==> src/rtl/modbus_rtu_write_frame_builder_unit_macros.svh <==
// assertion macros used by the back part of the frame builder rtl
`ifndef MODBUS_RTU_WRITE_FRAME_BUILDER_UNIT_MACROS_SVH
`define MODBUS_RTU_WRITE_FRAME_BUILDER_UNIT_MACROS_SVH

// property checked on every rising clock edge outside reset
`define MRWFB_ASSERT(label, prop, msg) \
  label: assert property (@(posedge clk) disable iff (!rst_n) prop) else $error(msg);

// condition that must hold in the cycle after a trigger
`define MRWFB_ASSERT_NEXT(label, ante, cons, msg) \
  `MRWFB_ASSERT(label, (ante) |=> (cons), msg)

`endif

==> src/rtl/mrwfb_pkg.sv <==
// types, constants and sequencer codes of the modbus rtu frame builder
package mrwfb_pkg;

  localparam logic [7:0]  FUNC_CODE = 8'h46;
  localparam logic [15:0] CRC_INIT  = 16'hFFFF;
  localparam logic [15:0] CRC_POLY  = 16'hA001;

  // default depth of the command queue between front and back
  localparam int QDEPTH_DEF = 4;

  // byte sequencer codes, in wire order
  localparam int STEP_W = 4;
  localparam logic [STEP_W-1:0] STEP_SADDR  = 4'd0;
  localparam logic [STEP_W-1:0] STEP_FUNC   = 4'd1;
  localparam logic [STEP_W-1:0] STEP_RA_HI  = 4'd2;
  localparam logic [STEP_W-1:0] STEP_RA_LO  = 4'd3;
  localparam logic [STEP_W-1:0] STEP_RC_HI  = 4'd4;
  localparam logic [STEP_W-1:0] STEP_RC_LO  = 4'd5;
  localparam logic [STEP_W-1:0] STEP_BCNT   = 4'd6;
  localparam logic [STEP_W-1:0] STEP_DATA   = 4'd7;
  localparam logic [STEP_W-1:0] STEP_CRC_LO = 4'd8;
  localparam logic [STEP_W-1:0] STEP_CRC_HI = 4'd9;

  typedef struct packed {
    logic        start_frame;
    logic [7:0]  slave_addr;
    logic [15:0] reg_addr;
    logic [15:0] reg_count;
    logic [7:0]  byte_count;
    logic [7:0]  data_byte;
  } in_item_t;

  typedef struct packed {
    logic [7:0] tx_byte;
    logic       frame_end;
    logic       run_last;
  } out_item_t;

  // classified command handed from front to back
  typedef struct packed {
    in_item_t item;
    logic     emit_data;
    logic     emit_crc;
  } cmd_t;

endpackage

==> src/rtl/mrwfb_cmdq.sv <==
// small register queue of classified commands between front and back
module mrwfb_cmdq #(
  parameter int DEPTH = mrwfb_pkg::QDEPTH_DEF
) (
  input  logic            clk,
  input  logic            rst_n,
  input  logic            push,
  input  mrwfb_pkg::cmd_t din,
  output logic            full,
  output logic            valid,
  input  logic            pop,
  output mrwfb_pkg::cmd_t dout
);
  import mrwfb_pkg::*;

  localparam int PTR_W = (DEPTH > 1) ? $clog2(DEPTH) : 1;
  localparam int CNT_W = $clog2(DEPTH + 1);
  localparam logic [PTR_W-1:0] PTR_LAST = PTR_W'(DEPTH - 1);
  localparam logic [CNT_W-1:0] CNT_FULL = CNT_W'(DEPTH);

  cmd_t             mem_r [DEPTH];
  logic [PTR_W-1:0] wr_ptr_r, rd_ptr_r;
  logic [CNT_W-1:0] count_r;
  logic             do_push, do_pop;

  assign full    = (count_r == CNT_FULL);
  assign valid   = (count_r != '0);
  assign do_push = push && !full;
  assign do_pop  = pop && valid;
  assign dout    = mem_r[rd_ptr_r];

  // entry storage
  always_ff @(posedge clk) begin
    if (do_push) begin
      mem_r[wr_ptr_r] <= din;
    end
  end

  // pointers and fill count
  always_ff @(posedge clk) begin
    if (!rst_n) begin
      wr_ptr_r <= '0;
      rd_ptr_r <= '0;
      count_r  <= '0;
    end else begin
      if (do_push) begin
        wr_ptr_r <= (wr_ptr_r == PTR_LAST) ? '0 : wr_ptr_r + 1'b1;
      end
      if (do_pop) begin
        rd_ptr_r <= (rd_ptr_r == PTR_LAST) ? '0 : rd_ptr_r + 1'b1;
      end
      if (do_push && !do_pop) begin
        count_r <= count_r + 1'b1;
      end else if (do_pop && !do_push) begin
        count_r <= count_r - 1'b1;
      end
    end
  end

endmodule

==> src/rtl/mrwfb_front.sv <==
// front part: accepts input beats, tracks the open frame, classifies work
module mrwfb_front (
  input  logic                clk,
  input  logic                rst_n,
  input  logic                push,
  input  logic                full,
  input  mrwfb_pkg::in_item_t in_item,
  output logic                q_push,
  output mrwfb_pkg::cmd_t     q_cmd
);
  import mrwfb_pkg::*;

  logic [7:0] bytes_left_r;
  logic       frame_open_r;
  logic [7:0] bl_after;
  logic       emit_data, emit_crc, keep;

  // classify the beat against the frame state
  always_comb begin
    emit_data = 1'b0;
    bl_after  = bytes_left_r;
    keep      = 1'b0;
    if (in_item.start_frame) begin
      emit_data = (in_item.byte_count != 8'd0);
      bl_after  = in_item.byte_count - {7'd0, emit_data};
      keep      = 1'b1;
    end else if (frame_open_r) begin
      emit_data = (bytes_left_r != 8'd0);
      bl_after  = bytes_left_r - {7'd0, emit_data};
      keep      = 1'b1;
    end
    emit_crc = (bl_after == 8'd0);
  end

  // data beats with no frame open are dropped here
  assign q_push          = push && !full && keep;
  assign q_cmd.item      = in_item;
  assign q_cmd.emit_data = emit_data;
  assign q_cmd.emit_crc  = emit_crc;

  // frame tracking
  always_ff @(posedge clk) begin
    if (!rst_n) begin
      bytes_left_r <= '0;
      frame_open_r <= 1'b0;
    end else if (q_push) begin
      bytes_left_r <= bl_after;
      frame_open_r <= !emit_crc;
    end
  end

endmodule

==> src/rtl/mrwfb_back.sv <==
// back part: serializes commands into frame bytes and keeps the running crc
`include "modbus_rtu_write_frame_builder_unit_macros.svh"

module mrwfb_back (
  input  logic                 clk,
  input  logic                 rst_n,
  input  logic                 head_valid,
  input  mrwfb_pkg::cmd_t      head,
  output logic                 head_pop,
  output logic                 empty,
  input  logic                 pop,
  output mrwfb_pkg::out_item_t out_item
);
  import mrwfb_pkg::*;

  // one byte into crc-16/modbus, eight shift steps
  function automatic logic [15:0] crc_fold(input logic [15:0] c, input logic [7:0] b);
    logic [15:0] v;
    v = c ^ {8'd0, b};
    for (int k = 0; k < 8; k++) begin
      if (v[0]) begin
        v = (v >> 1) ^ CRC_POLY;
      end else begin
        v = v >> 1;
      end
    end
    return v;
  endfunction

  logic              busy_r;
  logic [STEP_W-1:0] step_r;
  logic [15:0]       crc_r;
  logic              out_valid_r;
  out_item_t         out_data_r;

  logic [STEP_W-1:0] first_step, cur_step, step_nxt;
  logic              last;
  logic [7:0]        byte_sel;
  logic [15:0]       crc_base, crc_nxt;
  logic              out_adv, fire;

  // step of the head command this cycle
  always_comb begin
    if (head.item.start_frame) begin
      first_step = STEP_SADDR;
    end else if (head.emit_data) begin
      first_step = STEP_DATA;
    end else begin
      first_step = STEP_CRC_LO;
    end
    cur_step = busy_r ? step_r : first_step;
  end

  // next step and end of command
  always_comb begin
    step_nxt = cur_step;
    last     = 1'b0;
    case (cur_step)
      STEP_SADDR, STEP_FUNC, STEP_RA_HI, STEP_RA_LO, STEP_RC_HI, STEP_RC_LO: begin
        step_nxt = cur_step + 1'b1;
      end
      STEP_BCNT: begin
        if (head.emit_data) begin
          step_nxt = STEP_DATA;
        end else if (head.emit_crc) begin
          step_nxt = STEP_CRC_LO;
        end else begin
          last = 1'b1;
        end
      end
      STEP_DATA: begin
        if (head.emit_crc) begin
          step_nxt = STEP_CRC_LO;
        end else begin
          last = 1'b1;
        end
      end
      STEP_CRC_LO: begin
        step_nxt = STEP_CRC_HI;
      end
      default: begin
        last = 1'b1;
      end
    endcase
  end

  // byte on the wire for this step
  always_comb begin
    crc_base = (cur_step == STEP_SADDR) ? CRC_INIT : crc_r;
    case (cur_step)
      STEP_SADDR:  byte_sel = head.item.slave_addr;
      STEP_FUNC:   byte_sel = FUNC_CODE;
      STEP_RA_HI:  byte_sel = head.item.reg_addr[15:8];
      STEP_RA_LO:  byte_sel = head.item.reg_addr[7:0];
      STEP_RC_HI:  byte_sel = head.item.reg_count[15:8];
      STEP_RC_LO:  byte_sel = head.item.reg_count[7:0];
      STEP_BCNT:   byte_sel = head.item.byte_count;
      STEP_DATA:   byte_sel = head.item.data_byte;
      STEP_CRC_LO: byte_sel = crc_r[7:0];
      default:     byte_sel = crc_r[15:8];
    endcase
    crc_nxt = crc_fold(crc_base, byte_sel);
  end

  assign out_adv  = !out_valid_r || pop;
  assign fire     = head_valid && out_adv;
  assign head_pop = fire && last;
  assign empty    = !out_valid_r;
  assign out_item = out_data_r;

  // sequencer and crc
  always_ff @(posedge clk) begin
    if (!rst_n) begin
      busy_r <= 1'b0;
      step_r <= STEP_SADDR;
      crc_r  <= CRC_INIT;
    end else if (fire) begin
      busy_r <= !last;
      step_r <= step_nxt;
      if (cur_step == STEP_CRC_HI) begin
        crc_r <= CRC_INIT;
      end else if (cur_step <= STEP_DATA) begin
        crc_r <= crc_nxt;
      end
    end
  end

  // output register, one result beat
  always_ff @(posedge clk) begin
    if (!rst_n) begin
      out_valid_r <= 1'b0;
    end else if (fire) begin
      out_valid_r <= 1'b1;
    end else if (pop) begin
      out_valid_r <= 1'b0;
    end
  end

  always_ff @(posedge clk) begin
    if (fire) begin
      out_data_r.tx_byte   <= byte_sel;
      out_data_r.frame_end <= (cur_step == STEP_CRC_HI);
      out_data_r.run_last  <= last;
    end
  end

  `MRWFB_ASSERT(a_end_is_last, out_valid_r && out_data_r.frame_end |-> out_data_r.run_last, "frame end not last of beat")
  `MRWFB_ASSERT(a_busy_has_cmd, busy_r |-> head_valid, "sequencer busy with empty queue")
  `MRWFB_ASSERT_NEXT(a_crc_reinit, fire && cur_step == STEP_CRC_HI, crc_r == CRC_INIT, "crc not reinitialized after close")

endmodule

==> src/rtl/modbus_rtu_write_frame_builder_unit.sv <==
// accepted beats pass the command queue (QDEPTH entries) to the byte sequencer, which fills
// the result register at one byte per cycle while it is empty or popped; a start beat gives
// the header, a data byte and/or the crc, a data beat its byte and, at frame end, the crc;
// beats are taken every cycle while the queue has room; a full result register stalls only
// the sequencer; reset: synchronous active low rst_n empties queue and result register,
// closes any frame and sets the crc to 0xFFFF
module modbus_rtu_write_frame_builder_unit #(
  parameter int QDEPTH = mrwfb_pkg::QDEPTH_DEF
) (
  input  logic                 clk,
  input  logic                 rst_n,
  input  logic                 push,
  output logic                 full,
  input  mrwfb_pkg::in_item_t  in_item,
  output logic                 empty,
  input  logic                 pop,
  output mrwfb_pkg::out_item_t out_item
);
  import mrwfb_pkg::*;

  logic q_push, q_valid, q_pop;
  cmd_t q_cmd, q_head;

  // front: accept and classify
  mrwfb_front u_front (
    .clk     (clk),
    .rst_n   (rst_n),
    .push    (push),
    .full    (full),
    .in_item (in_item),
    .q_push  (q_push),
    .q_cmd   (q_cmd)
  );

  // command queue between the two sides
  mrwfb_cmdq #(
    .DEPTH (QDEPTH)
  ) u_cmdq (
    .clk   (clk),
    .rst_n (rst_n),
    .push  (q_push),
    .din   (q_cmd),
    .full  (full),
    .valid (q_valid),
    .pop   (q_pop),
    .dout  (q_head)
  );

  // back: byte sequencer, crc and result register
  mrwfb_back u_back (
    .clk        (clk),
    .rst_n      (rst_n),
    .head_valid (q_valid),
    .head       (q_head),
    .head_pop   (q_pop),
    .empty      (empty),
    .pop        (pop),
    .out_item   (out_item)
  );

endmodule

==> config.mk <==
export PLATFORM = sky130hd
export DESIGN_NAME = modbus_rtu_write_frame_builder_unit
export DESIGN_NICKNAME = d
export VERILOG_FILES = /design/src/rtl/mrwfb_pkg.sv /design/src/rtl/mrwfb_cmdq.sv /design/src/rtl/mrwfb_front.sv /design/src/rtl/mrwfb_back.sv /design/src/rtl/modbus_rtu_write_frame_builder_unit.sv
export VERILOG_INCLUDE_DIRS = /design/src /design/src/rtl
export SDC_FILE = /design/constraint.sdc
export NUM_CORES = 1
export LEC_CHECK = 0
export BUFFER_PORTS_ARGS = -buffer_cell sky130_fd_sc_hd__buf_2
export CORE_MARGIN = 2
export CORE_UTILIZATION = 45
export DETAILED_ROUTE_END_ITERATION = 7
export PLACE_DENSITY_LB_ADDON = 0.25
export SLEW_MARGIN = 10
export SYNTH_ARGS = -nofsm -noshare
export SYNTH_HDL_FRONTEND = slang
export SYNTH_SLANG_ARGS = --single-unit
==> constraint.sdc <==
create_clock -name clk -period 4.4 [get_ports clk]
set_clock_uncertainty 0.2 [all_clocks]
set_input_delay 0.22 -clock clk [delete_from_list [all_inputs] [get_ports clk]]
set_output_delay 0.22 -clock clk [all_outputs]
set_load 0.01 [all_outputs]
After elaboration in Yosys (flattened, before gate mapping)
Memory sizes are Yosys's and may differ from the RTL's. A register that Yosys moved wholly into a read port is not among the register bits. Index checks and enable logic that the tools add are counted.

Input port bits: 61. Memories kept: 1. Output and inout port bits: 12. Register bits: 48. RAM bits: 236.

Reductions and logical operators: 26. Bitwise operators: 9. Magnitude comparators: 1. Add/sub/neg operators: 7. Muxes and demuxes: 37. Eq/ne operators: 12.

Memory list: u_cmdq.mem_r (depth 4, bits a word 59, read ports 1, clocked after Yosys merged registers in 1, wr ports 1, line mrwfb_cmdq.sv:21) `cmd_t mem_r [DEPTH];`.

Operators by type and width (number): 2-to-1 mux 16 bit (11); case mux 8 bit (9 select lines) (1); inverter 2 -> 3 bit (8); 2-to-1 mux 4 bit (5); == test 4 x 3 -> 1 bit (second input constant) (4); 2-to-1 mux 8 bit (2); case mux 4 bit (4 select lines) (1); nonzero test 8 bit (2); subtractor 8 x 1 -> 8 bit (2); bitwise XOR 16 x 8 -> 16 bit (1); 2-to-1 mux 1 bit (10); == test 4 x 2 -> 1 bit (second input constant) (2); == test 4 bit (second input constant) (2); logical AND 1 bit (8); logical NOT 8 bit (1); 2-to-1 mux 2 bit (4); OR reduction 7 bit (1); logical NOT 1 bit (6); 2-to-1 mux 3 bit (2); nonzero test 2 bit (3); OR reduction 6 bit (1); adder 2 x 1 -> 2 bit (second input constant) (2); adder 4 x 1 -> 4 bit (second input constant) (1); == test 2 bit (second input constant) (2); other kinds (10) (10).

Longest topological paths before layout
Word-level depth: 24. Gate-level depth with buffers: 21. Gate-level depth less buffers: 18.

By module
Synthesis repeated with hierarchy kept, for this count alone.

Cells, all modules: 791. Area total of the unflattened synthesis: 12565.8 sq um.

By module, submodules not included: mrwfb_cmdq (cells an instance 360, times used 1, seq. area each 7267.0 sq um, area each 9002.4 sq um); mrwfb_back (cells an instance 271, times used 1, seq. area each 740.7 sq um, area each 2318.5 sq um); mrwfb_front (cells an instance 160, times used 1, seq. area each 180.2 sq um, area each 1244.9 sq um).

Least setup slack after synthesis
No wires, ideal clock.

Kind: register to register. From: register with a tool-made name. To: register u_cmdq.count_r[2]. Period minus slack after synthesis: 4.664 ns. Required time: 4.124 ns. Cell stages (with the launch flop): 22. Setup time: 0.076 ns. Path buffers: 3. Arrival: 4.388 ns. Slack: -0.264 ns. Cells stage by stage: dfxtp_1 buf_6 mux2i_1 a22oi_1 nor2_1 a21o_1 inv_1 ha_1 clkbuf_1 nor2_1 a222oi_1 a21o_2 buf_4 a21boi_0 a21oi_1 nand2_1 ha_1 inv_1 fa_1 xor2_1 or3_1 a21boi_0.

RTL lines: end signal, assigned (line mrwfb_cmdq.sv:53) `count_r <= count_r + 1'b1;`; end signal, assigned (line mrwfb_cmdq.sv:55) `count_r <= count_r - 1'b1;`; end, declared (line mrwfb_cmdq.sv:23) `logic [CNT_W-1:0] count_r;`.

==> results by group <==
Pwr
  – Clock Power Share: 0.277
  – P_sw: 3.23 mW
  – Maximum vdd drop: 0.605 mV
  – Pleak: 5.05 nW
  – Sw frac: 0.321
  – Comb pwr share: 0.386
  – Pwr per Cell Area: 684 mW/mm2
  – Seq pwr share: 0.338
  – Internal power: 6.83 mW

Run
  – Max Cap Violations: 0

CTS
  – Max Buffers Root-to-Sink: 3
  – Clock sinks: 286
  – Clk slew on worst S/H paths: 0.06 ns
  – Root buf cell: clkbuf_16
  – CTS Buf Count: 30
  – TritonCTS clock tree: built
  – H-Tree Level Count: 1
  – Worst skew pair latency: 0.56 ns

GRT
  – Initial antenna violation count: 0
  – Grt ovf: 0
  – Largest net degree at the start of global routing: 41
  – Total Routing Usage GR: 0.186
  – Vias in the first global route: 7,248
  – Global-route wire length before repair: 40,500 um

Yosys
  – Register area share after synthesis: 0.681
  – Post-synthesis xor/xnor area fraction: 0.0322
  – Yosys reg bits: 286
  – Synth Area in Compound Gates: 0.0735
  – Syn Area/Cell: 15.9 um2
  – Largest family of logic cells by synthesized area: multiplexers
  – Yosys warning total: 0
  – EDFF count, synth: 246
  – Main flop type after synthesis: edfxtp_1
  – Share of flip-flops with an asynchronous set or reset: 0
  – Post-Synth Adder-Cell Area: 0.0162
  – Post-Syn Area: 0.0120 mm2
  – Syn_nets: 832
  – Mux contribution to synthesized area: 0.115
  – Post-Synth Simple-Gate Area: 0.0628
  – Yosys cell types: 55
  – Post-Synthesis Cells: 756

Route
  – Wirelength per Cell: 20.2 um
  – Vias/cell: 5.51
  – Post-Route WL: 25,800 um
  – Total number of vias: 7,038
  – DRC: 3
  – Iter 0 DRT Violations: 544
  – Initial DRT Pass Iterations: 7
  – Final ANT Viol Nets: 0

STA
  – Final hold violations: 0
  – Setup slack after layout: 0.274 ns
  – Slew headroom: 0.331
  – Final worst path period need: 4.13 ns
  – Endpoints failing setup: 0
  – Hold_ws: 0.216 ns
  – RSZ-0062 raised after global routing: no
  – Worst Tran Pin Value: 0.993 ns
  – Slew Viols, Final: 0
  – Final TNS setup: 0 ns
  – Final period util: 0.938
  – Peak Freq: 242 MHz

Finish
  – Syn-to-layout area delta: 22.3%
  – N_diodes: 0
  – Layout cells sized above 1: 0.262
  – Nets@finish: 995

Worst hold path
  – Worst hold start: in_item[38]
  – Worst hold path depth: 2
  – Worst Hold Class: input pin to flop

Die
  – Die Y-Extent: 167 um
  – Effective utilization at floorplan: 0.460
  – FP Rows: 59
  – Die area: 0.0280 mm2
  – Core area: 0.0261 mm2
  – Ports: 73
  – DIE WIDTH: 167 um

Status
  – Violated checks: design-rule violations
  – Status: finished, violations left

Setup path
  – Worst endpoint required time: 4.60 ns
  – Crit path DAT: 4.33 ns
  – Startpoint types: flop
  – Crit path kind: flop to flop
  – Worst-path fanout max: 14
  – Critical Path End: u_back.crc_r[0]$_SDFFE_PN1P_
  – FF-to-FF End: u_back.crc_r[0]$_SDFFE_PN1P_
  – CP Capture Type: flop
  – R2R depth: 18
  – R2R setup slack: 0.27 ns

Place
  – Global placement routability congestion: 0.873
  – PortBufs: 72
  – DP Worst Slack: 0.0977 ns
  – Post-DP HPWL: 16,500 um
[flip-flops by register name, summed over array words and instances, names as in the netlist, 2 cells and up, named ones only]
register              flops
u_back.crc_r             16
u_back.out_item          10
u_back.step_r             4
u_cmdq.count_r            3
u_cmdq.mem_r            236
u_cmdq.rd_ptr_r           2
u_cmdq.wr_ptr_r           2
u_front.bytes_left_r      8
[worst max-delay path, stage by stage, from the launching register on]
cell      delay [ns]
dfxtp_4         0.40
mux2i_2         0.28
a22oi_2         0.15
nor2_1          0.19
a21o_1          0.17
inv_2           0.08
ha_1            0.20
buf_4           0.20
nand2b_1        0.09
o22ai_1         0.08
a211o_1         0.25
a32oi_1         0.25
a41oi_4         0.17
xnor2_2         0.19
xnor2_2         0.26
xnor2_2         0.18
xnor3_2         0.38
xnor2_1         0.16
a31oi_1         0.09
[power groups by stage]
stage	combinational, mW	sequential, mW	clock, mW
detailed placement	3.70	3.45	0
floorplan	2.76	3.43	0
global route	4.21	3.42	2.95
finish	3.88	3.40	2.78
CTS	3.77	3.40	2.84
global placement	3.68	3.45	0
[cells in the final DEF (no fill, tap or decap), drive strengths merged, types with 7 or more instances in the layout]
cell / Yosys / layout
xor2: 12 / 12
a21boi: 13 / 13
a31oi: 8 / 8
xnor2: 26 / 26
dlygate4sd3: 0 / 60
inv: 15 / 16
nand2: 79 / 79
mux2i: 13 / 13
bufinv: 0 / 8
dfxtp: 40 / 40
ha: 14 / 14
nor2: 38 / 38
nor4: 7 / 7
o22ai: 10 / 10
a21oi: 13 / 13
edfxtp: 246 / 246
buf: 12 / 111
clkinv: 0 / 9
nor3: 12 / 12
o21ai: 21 / 21
mux4: 54 / 54
a32oi: 7 / 7
a22oi: 14 / 14
nand3: 8 / 8
clkbuf: 28 / 32
[layer usage]
| metal | global-route usage | share of wire |
|---|---|---|
| met1 | 0.256 | 0.44 |
| met2 | 0.312 | 0.49 |
| met3 | 0.0284 | 0.049 |
| met4 | 0.0514 | 0.023 |
| met5 | 0 | 0 |
[metrics by stage]
stage	utilization	total power, mW	instance area (um2)	instances
2_1_floorplan	-	6.19	12000	756
3_3_place_gp	0.494	7.13	12900	1156
3_5_place_dp	0.494	7.16	12900	1156
4_1_cts	0.560	10.0	14600	1271
5_1_grt	0.563	10.6	14700	1277
6_report	0.563	10.1	14700	1277
[synthesized netlist by cell type (4+ instances only)]
master | instances | share of area
a32oi_1 | 7 | 0.0051
dfxtp_1 | 40 | 0.067
a21o_1 | 5 | 0.0031
nand2b_1 | 5 | 0.0026
nor2b_1 | 5 | 0.0026
a21boi_0 | 13 | 0.0081
inv_1 | 15 | 0.0047
a21oi_1 | 13 | 0.0054
mux4_2 | 54 | 0.10
o21ai_0 | 21 | 0.0087
a31oi_1 | 8 | 0.0042
xnor2_2 | 4 | 0.0054
edfxtp_1 | 246 | 0.61
o22ai_1 | 10 | 0.0052
clkbuf_1 | 28 | 0.0087
xor2_1 | 12 | 0.0087
and2_1 | 6 | 0.0031
nor2_1 | 38 | 0.012
nor3b_1 | 5 | 0.0031
nand3_1 | 8 | 0.0033
nor3_1 | 12 | 0.0050
ha_1 | 14 | 0.015
nand2_1 | 79 | 0.025
nor4_1 | 7 | 0.0036
xnor2_1 | 22 | 0.016
buf_2 | 8 | 0.0033
mux2i_1 | 13 | 0.011
a22oi_1 | 14 | 0.0087
[cell type report]
cell class	instances	area, um2
multi-input combinational	415	3650
clock buffer	32	779
inverter	15	56.3
fill	2120	11400
tap	335	419
sequential	286	8200
timing repair buffer	171	1270
clock inverter	23	332
[what timing repair did]
| item | CTS | global route |
|---|---|---|
| setup endpoints to repair | 0 | 2 |
| setup buffers | 0 | 6 |
| endpoints found under the hold margin | 241 | 0 |
| hold buffers | 60 | 0 |
| resized for setup | 0 | 10 |
[how the worst min path moves through the flow]
stage | endpoint | slack (ns)
finish | u_cmdq.mem_r[1][40]$_DFFE_PP_ | 0.22
CTS | u_cmdq.mem_r[0][40]$_DFFE_PP_ | 0.19
global route | u_cmdq.mem_r[3][41]$_DFFE_PP_ | 0.21
floorplan | u_cmdq.mem_r[0][10]$_DFFE_PP_ | 0.12
global placement | u_cmdq.mem_r[3][53]$_DFFE_PP_ | 0.23
detailed placement | u_cmdq.mem_r[1][41]$_DFFE_PP_ | 0.24
[cell families after synthesis]
group,Yosys count
AO/OA/AOI/OAI,121
XOR/XNOR,39
adder cells (fa/ha/maj),15
buffers and inverters,55
flip-flops,286
multiplexers,70
AND/OR/NAND/NOR,170
Note: power is estimated with default switching activity, not from simulation.
